### config.mk
export PLATFORM = sky130hd
export DESIGN_NAME = vgm_fifo
export DESIGN_NICKNAME = d
export VERILOG_FILES = /design/src/rtl/vgm_fifo.sv
export SDC_FILE = /design/constraint.sdc
export NUM_CORES = 1
export LEC_CHECK = 0
export CAP_MARGIN = 40
export CORE_ASPECT_RATIO = 2
export CORE_MARGIN = 1
export CORE_UTILIZATION = 60
export DETAILED_ROUTE_END_ITERATION = 16
export DONT_BUFFER_PORTS = 1
export GPL_TIMING_DRIVEN = 1
export PLACE_DENSITY = 0.76
export SLEW_MARGIN = 20
export SYNTH_ARGS = -nofsm -noshare
export SYNTH_HDL_FRONTEND = slang
export SYNTH_SLANG_ARGS = --single-unit
### constraint.sdc
create_clock -name clk -period 1.5 [get_ports clk]
set_input_delay 0.075 -clock clk [delete_from_list [all_inputs] [get_ports clk]]
set_output_delay 0.075 -clock clk [all_outputs]
set_load 0.01 [all_outputs]
### src/rtl/vgm_fifo.sv
`timescale 1ns / 1ps
// ----------------------------------------------------------------------------
// vgm_fifo
// Short queue between the front end and the back end of the map store.
// ----------------------------------------------------------------------------
module vgm_fifo #(
	parameter int WIDTH = 8,
	parameter int DEPTH = 4
) (
	input  logic clk,
	input  logic arst_n,
	input  logic push,
	input  logic [WIDTH-1:0] wdata,
	output logic full,
	input  logic pop,
	output logic [WIDTH-1:0] rdata,
	output logic empty
);

	localparam int PW = (DEPTH > 1) ? $clog2(DEPTH) : 1;

	logic [WIDTH-1:0] buf_q [DEPTH];
	logic [PW-1:0] wr_ptr_q;
	logic [PW-1:0] rd_ptr_q;
	logic [PW:0] count_q;

	assign full = (count_q == (PW+1)'(DEPTH));
	assign empty = (count_q == '0);
	assign rdata = buf_q[rd_ptr_q];

	// advance pointers and fill count
	always_ff @(posedge clk or negedge arst_n) begin
		if (!arst_n) begin
			wr_ptr_q <= '0;
			rd_ptr_q <= '0;
			count_q <= '0;
		end else begin
			if (push) begin
				wr_ptr_q <= (wr_ptr_q == PW'(DEPTH - 1)) ? '0 : wr_ptr_q + 1'b1;
			end
			if (pop) begin
				rd_ptr_q <= (rd_ptr_q == PW'(DEPTH - 1)) ? '0 : rd_ptr_q + 1'b1;
			end
			if (push && !pop) begin
				count_q <= count_q + 1'b1;
			end else if (pop && !push) begin
				count_q <= count_q - 1'b1;
			end
		end
	end

	// store entries
	always_ff @(posedge clk) begin
		if (push) begin
			buf_q[wr_ptr_q] <= wdata;
		end
	end

endmodule

==> results.ini, run 1 <==
[pwr]
p_per_area_nw_per_um2 = 1730
finalPower_mw = 3.19
swShare = 0.291
leakage_nw = 0.678
ir_worst_vdd_v = 0.00122
p_sw_mw = 0.929
p_int_mw = 2.26
seqPwrFrac = 0.485
power_frac_comb = 0.298
power.share.clock = 0.218

[synthesis]
yosys.area.top_type_share = 0.613
yosys-top-cells-area = edfxtp_1, mux4_2, dfrtp_1
synth_seq_cells = 39
netlist-cell-type-count = 18
seq_area_frac_synth = 0.725
synth_nets = 98
syn_area_um2 = 1570
synth_warnings = 0
yosys.area.top_type = edfxtp_1
syn_inst = 79
avgSynthCellArea_um2 = 19.8

[cts]
clock_latency_ns = 0.28
htree_levels = 2
clk_pin_slew_worst_paths_ns = 0.07
cts-root-buf = clkbuf_8
cts-buffers-inserted = 5
cts_tree = built
cts_buffer_depth = 2
cts_sinks = 39
cts_setup_buffers = 0

[routing]
vias = 761
drtIter0Drc = 19
antenna_left = 0
routedWlPerCell_um = 19.2
wirelength_um = 2500
drc = 0
drtPass1Iterations = 4
vias_per_cell = 5.85

[run_status]
outcome = finished, final reports clean

[critical_path]
regToRegEndpoint = count_q[2]
path_cells = buf_4 -> mux4_2
cp_slowest_cell = mux4_2
regToRegStartpoint = count_q[0]
rr_worst_depth = 4
reg2reg_slack_ns = 0.14
cp_top_family = multiplexers
worstSetupStartpointType = flop
path_depth = 2
required_ns = 1.42
setup.worst_path.end = rdata[0]
path_class = flop to output pin
crit_start = rd_ptr_q[0]
cp.arrival_ns = 1.35
crit_path_end_kind = output pin
cp_slowest_stage_delay_ns = 0.54
crit_fanout = 5
crit_buf_inv = 1

[timing]
fmax_ghz = 0.700
max-slew-margin-rel = 0.738
fin_setup_tns_ns = 0
fin_crit_sh = 0.953
finalSetupViolCount = 0
slew_violations = 0
skew_ns = 0.00211
worst_pin_slew_ns = 0.392
layout_min_cycle_time_ns = 1.43
timing_hold_violations_final = 0
holdWs_ns = 0.0280
rsz0062_at_grt = no

[placement]
gp_congestion = 0.681
dpl.hpwl_um = 1640
io_buffer_count = 0

[global_routing]
grt_pass1_wl_um = 4060
antenna_found_initial = 0
grt_max_degree = 12
grt_pass1_vias = 882
grtUsageTotal = 0.227
overflow = 0

[layout]
num-nets-final = 121
area_growth_pct = 17.5
fin_util = 0.765
n_antenna_cell = 0
layout-drive-gt1-share = 0.233

[floorplanning]
rows = 25
die_w_um = 38.1
initial_utilization = 0.651
die_area_um2 = 2830
die_h_um = 74.3
ioPinCount = 22
core_area_um2 = 2410

[min_path]
holdCritPathClass = input port to flop
min_from = pop

[flow_run]
cap_violations = 0

==> synth_stat cells <==
cell type	instances
o21ai_0	2
nor3_1	2
edfxtp_1	32
buf_6	1
nor3b_1	1
dfrtp_1	7
inv_1	4
a21o_2	1
xnor2_1	1
fa_1	1
xor2_1	2
and2_1	4
mux2_2	2
buf_2	1
mux4_2	8
nand2_1	2
nor2_1	2
ha_1	6
==> registers in the layout, summed over array words and instances (netlist names) <==
name	cells
buf_q	32
count_q	3
rd_ptr_q	2
wr_ptr_q	2
==> power by group through the flow <==
stage          registers, mW  logic (mW)  clock network [mW]
2_1_floorplan           1.53       0.703                   0
3_5_place_dp            1.57       0.900                   0
6_report                1.55       0.949               0.694
3_3_place_gp            1.55       0.875                   0
4_1_cts                 1.54       0.936               0.707
5_1_grt                 1.57        1.06               0.737
==> placed cells by master (no fill, tap or decap), drive strengths merged, types with 2 or more instances in the layout <==
cell type	n
inv	4
edfxtp	32
and2	4
nand2	2
dfrtp	7
mux2	2
mux4	8
xor2	2
ha	6
clkbuf	7
dlygate4sd3	11
buf	7
nor2	2
o21ai	2
nor3	2
==> repair_timing <==
item	in CTS	in global routing
setup endpoints to repair	0	6
hold buffers	11	0
gates resized for setup	0	1
hold endpoints to repair	42	0
==> layout make-up <==
class | count | area (µm²)
clock buffers | 7 | 86.3
clock inverters | 1 | 3.75
fillers | 110 | 567
inverters | 4 | 15.0
multi-input cells | 34 | 400
flip-flops and latches | 39 | 1140
well taps | 27 | 33.8
repair buffers | 18 | 166
==> through the flow <==
stage / instance area (µm²) / cells / setup WS, ns
2_1_floorplan: 1570 / 79 / 0.205
3_3_place_gp: 1640 / 111 / 0.178
3_5_place_dp: 1640 / 111 / 0.146
4_1_cts: 1840 / 130 / 0.0252
5_1_grt: 1840 / 130 / 0.0174
6_report: 1840 / 130 / 0.0709
==> cell families after synthesis <==
| group | share of synthesized area |
|---|---|
| adders and majority gates | 0.0607 |
| DFF | 0.725 |
| muxes | 0.129 |
| AOI/OAI and AO/OA | 0.0120 |
| xor gates and xnor gates | 0.0168 |
| buffers and inverters | 0.0199 |
| and+or+nand+nor | 0.0367 |
==> worst reg2reg max path, stage by stage, from the launching register on <==
cell and delay, ns:
dfrtp_1 0.43, fa_1 0.45, xor2_1 0.15, nor2_1 0.11, xor2_1 0.15
==> worst min-delay path by stage <==
stage | to | slack [ns] | depth (start not counted)
3_5_place_dp | wr_ptr_q[1] | -0.22 | 0
2_1_floorplan | count_q[0] | -0.22 | 0
6_report | rd_ptr_q[0] | 0.03 | 2
5_1_grt | rd_ptr_q[0] | 0.03 | 2
4_1_cts | rd_ptr_q[0] | 0.01 | 2
3_3_place_gp | wr_ptr_q[1] | -0.22 | 0
==> per-layer routing <==
metal | global-route usage | vias up | part of all wire
li1 | - | 351 | -
met1 | 0.235 | 383 | 0.33
met2 | 0.380 | 19 | 0.59
met3 | 0.0806 | 8 | 0.039
met4 | 0.131 | 0 | 0.035
met5 | 0 | - | 0
(Power assumes the default switching activity.)
==> run 2: changes to the inputs <==
Settings changed: CAP_MARGIN 40 to 30, REMOVE_ABC_BUFFERS set to 1.
==> run 2 against run 1 <==
Cell count stayed put. Sequential cell count stayed put. First-iteration DRC count is 16% lower. Sequential power hardly changed. Power is 1.2% lower. Critical path type unchanged. Highest routed layer unchanged.
==> results.ini, run 2 (same netlist as run 1, synthesis figures left out) <==
[run_status]
outcome = finished, final reports clean

[routing]
wl_met3_um = 82  ; -15%
drtIter0Drc = 16  ; -3
drc = 0  ; unchanged
top_layer_used = met4
vias_per_cell = 5.90  ; +0.79%
wl_met1_um = 952  ; +14%
routedWlPerCell_um = 20.1  ; +4.5%
dr_wl_met2_um = 1530  ; +3.8%
wirelength_um = 2610  ; +4.5%
drtPass1Iterations = 4  ; unchanged
vias = 767  ; +0.79%
antenna_left = 0  ; unchanged

[cts]
cts_setup_buffers = 0  ; unchanged
cts_sinks = 39  ; unchanged
cts-buffers-inserted = 5  ; unchanged
clock_latency_ns = 0.28  ; about the same
cts_tree = built
clk_pin_slew_worst_paths_ns = 0.07  ; about the same
cts-root-buf = clkbuf_8
cts_buffer_depth = 2  ; unchanged
htree_levels = 2  ; unchanged

[floorplanning]
core_area_um2 = 2410  ; unchanged
ioPinCount = 22  ; unchanged
die_h_um = 74.3  ; unchanged
die_w_um = 38.1  ; unchanged
rows = 25  ; unchanged
initial_utilization = 0.651  ; unchanged
die_area_um2 = 2830  ; unchanged

[critical_path]
cp.arrival_ns = 1.36  ; about the same
crit_fanout = 6  ; +1
path_class = flop to output pin
crit_path_end_kind = output pin
required_ns = 1.42  ; about the same
worstSetupStartpointType = flop

[pwr]
p_per_area_nw_per_um2 = 1720  ; -0.77%
ir_worst_vdd_v = 0.00127  ; +3.6%
leakage_nw = 0.674  ; -0.54%

[timing]
layout_min_cycle_time_ns = 1.44  ; +0.00596 ns
fin_setup_tns_ns = 0  ; unchanged
max-slew-margin-rel = 0.739  ; +0.000834
fin_crit_sh = 0.957  ; +0.00398
skew_ns = 0.00577  ; +0.00366 ns
rsz0062_at_grt = no
slew_violations = 0  ; unchanged
finalSetupViolCount = 0  ; unchanged
worst_pin_slew_ns = 0.391  ; -0.00125 ns
fmax_ghz = 0.697  ; -0.42%
timing_hold_violations_final = 0  ; unchanged

[layout]
reg_top3 = buf_q x32, count_q x3
regMostFlops = buf_q
largest_register_ffs = 32  ; unchanged
layout-drive-gt1-share = 0.233  ; unchanged
area_growth_pct = 16.9
fin_area_um2 = 1830  ; -0.48%
layout_commonest_cell = edfxtp_1
num-nets-final = 121  ; unchanged
layout_common_cells = edfxtp_1, dlygate4sd3_1, mux4_2, dfrtp_1
n_antenna_cell = 0  ; unchanged

[min_path]
holdCritPathClass = input port to flop

[placement]
dpl.hpwl_um = 1760  ; +7.5%
io_buffer_count = 0  ; unchanged
placed_cell_area_um2 = 1640  ; unchanged
gp_congestion = 0.695  ; +2.1%

[flow_run]
cap_violations = 0  ; unchanged

[global_routing]
grt_pass1_wl_um = 4030  ; -0.69%
grt_max_degree = 12  ; unchanged
antenna_found_initial = 0  ; unchanged
overflow = 0  ; unchanged
grtUsageTotal = 0.217  ; -0.0104
grt_pass1_vias = 841  ; -4.6%

==> run 2: cell types whose count changed in the layout (fill, tap and decap cells not counted) <==
cell | previous run | this run
clkbuf_8 | 6 | 5
clkbuf_1 | 1 | 2
clkinv_1 | 1 | 0
clkinv_2 | 0 | 1
==> run 2: layer usage <==
| metal | up-vias | GRT usage |
|---|---|---|
| met5 | - | 0 |
| met4 | 0 | 0.107 |
| met3 | 4 | 0.0537 |
| met2 | 20 | 0.379 |
| met1 | 397 | 0.233 |
| li1 | 346 | - |
==> run 2: path summary, 6_finish.rpt <==
check                       startpoint     endpoint  slack [ns]  cells after the start
setup / recovery           rd_ptr_q[0]     rdata[0]        0.06                      2
hold / removal                     pop  rd_ptr_q[0]        0.05                      2
setup reg to reg            count_q[0]   count_q[2]        0.15                      4
hold reg to reg             count_q[2]   count_q[2]        0.51                      1
max in group asynchronous       arst_n  rd_ptr_q[0]        1.10                      1
min in group asynchronous       arst_n  rd_ptr_q[1]        0.13                      1
==> run 2: stage by stage <==
step,hold WS (ns),instances,util,total power [mW],setup slack [ns]
2_1_floorplan,-0.221,77,-,2.20,0.205
3_3_place_gp,-0.220,111,0.680,2.43,0.178
3_5_place_dp,-0.220,111,0.680,2.48,0.148
4_1_cts,0.0361,130,0.759,3.16,0.0163
5_1_grt,0.0543,130,0.761,3.30,0.0232
6_report,0.0515,130,0.761,3.15,0.0650
==> run 2: power by group <==
part	switching [mW]	internal [mW]
registers	0.129	1.42
clock network	0.329	0.326
logic	0.477	0.465
total	0.935	2.21
==> run 2: final cells by class <==
cell class,count,area (µm²)
flip-flops and latches,39,1140
multi-input cells,34,400
clock inverters,1,5.00
repair buffers,18,166
clock buffers,7,76.3
inverters,4,15.0
fillers,122,576
well taps,27,33.8
==> run 2: timing repair <==
| action | CTS | global route |
|---|---|---|
| gates resized for setup | 0 | 1 |
| endpoints found under the hold margin | 42 | 0 |
| hold buffers | 11 | 0 |
| endpoints found under the setup margin | 0 | 3 |
==> run 2: critical path, stage by stage, from the launching register on <==
cell     delay, ns
dfrtp_1       0.38
buf_6         0.15
mux4_2        0.55
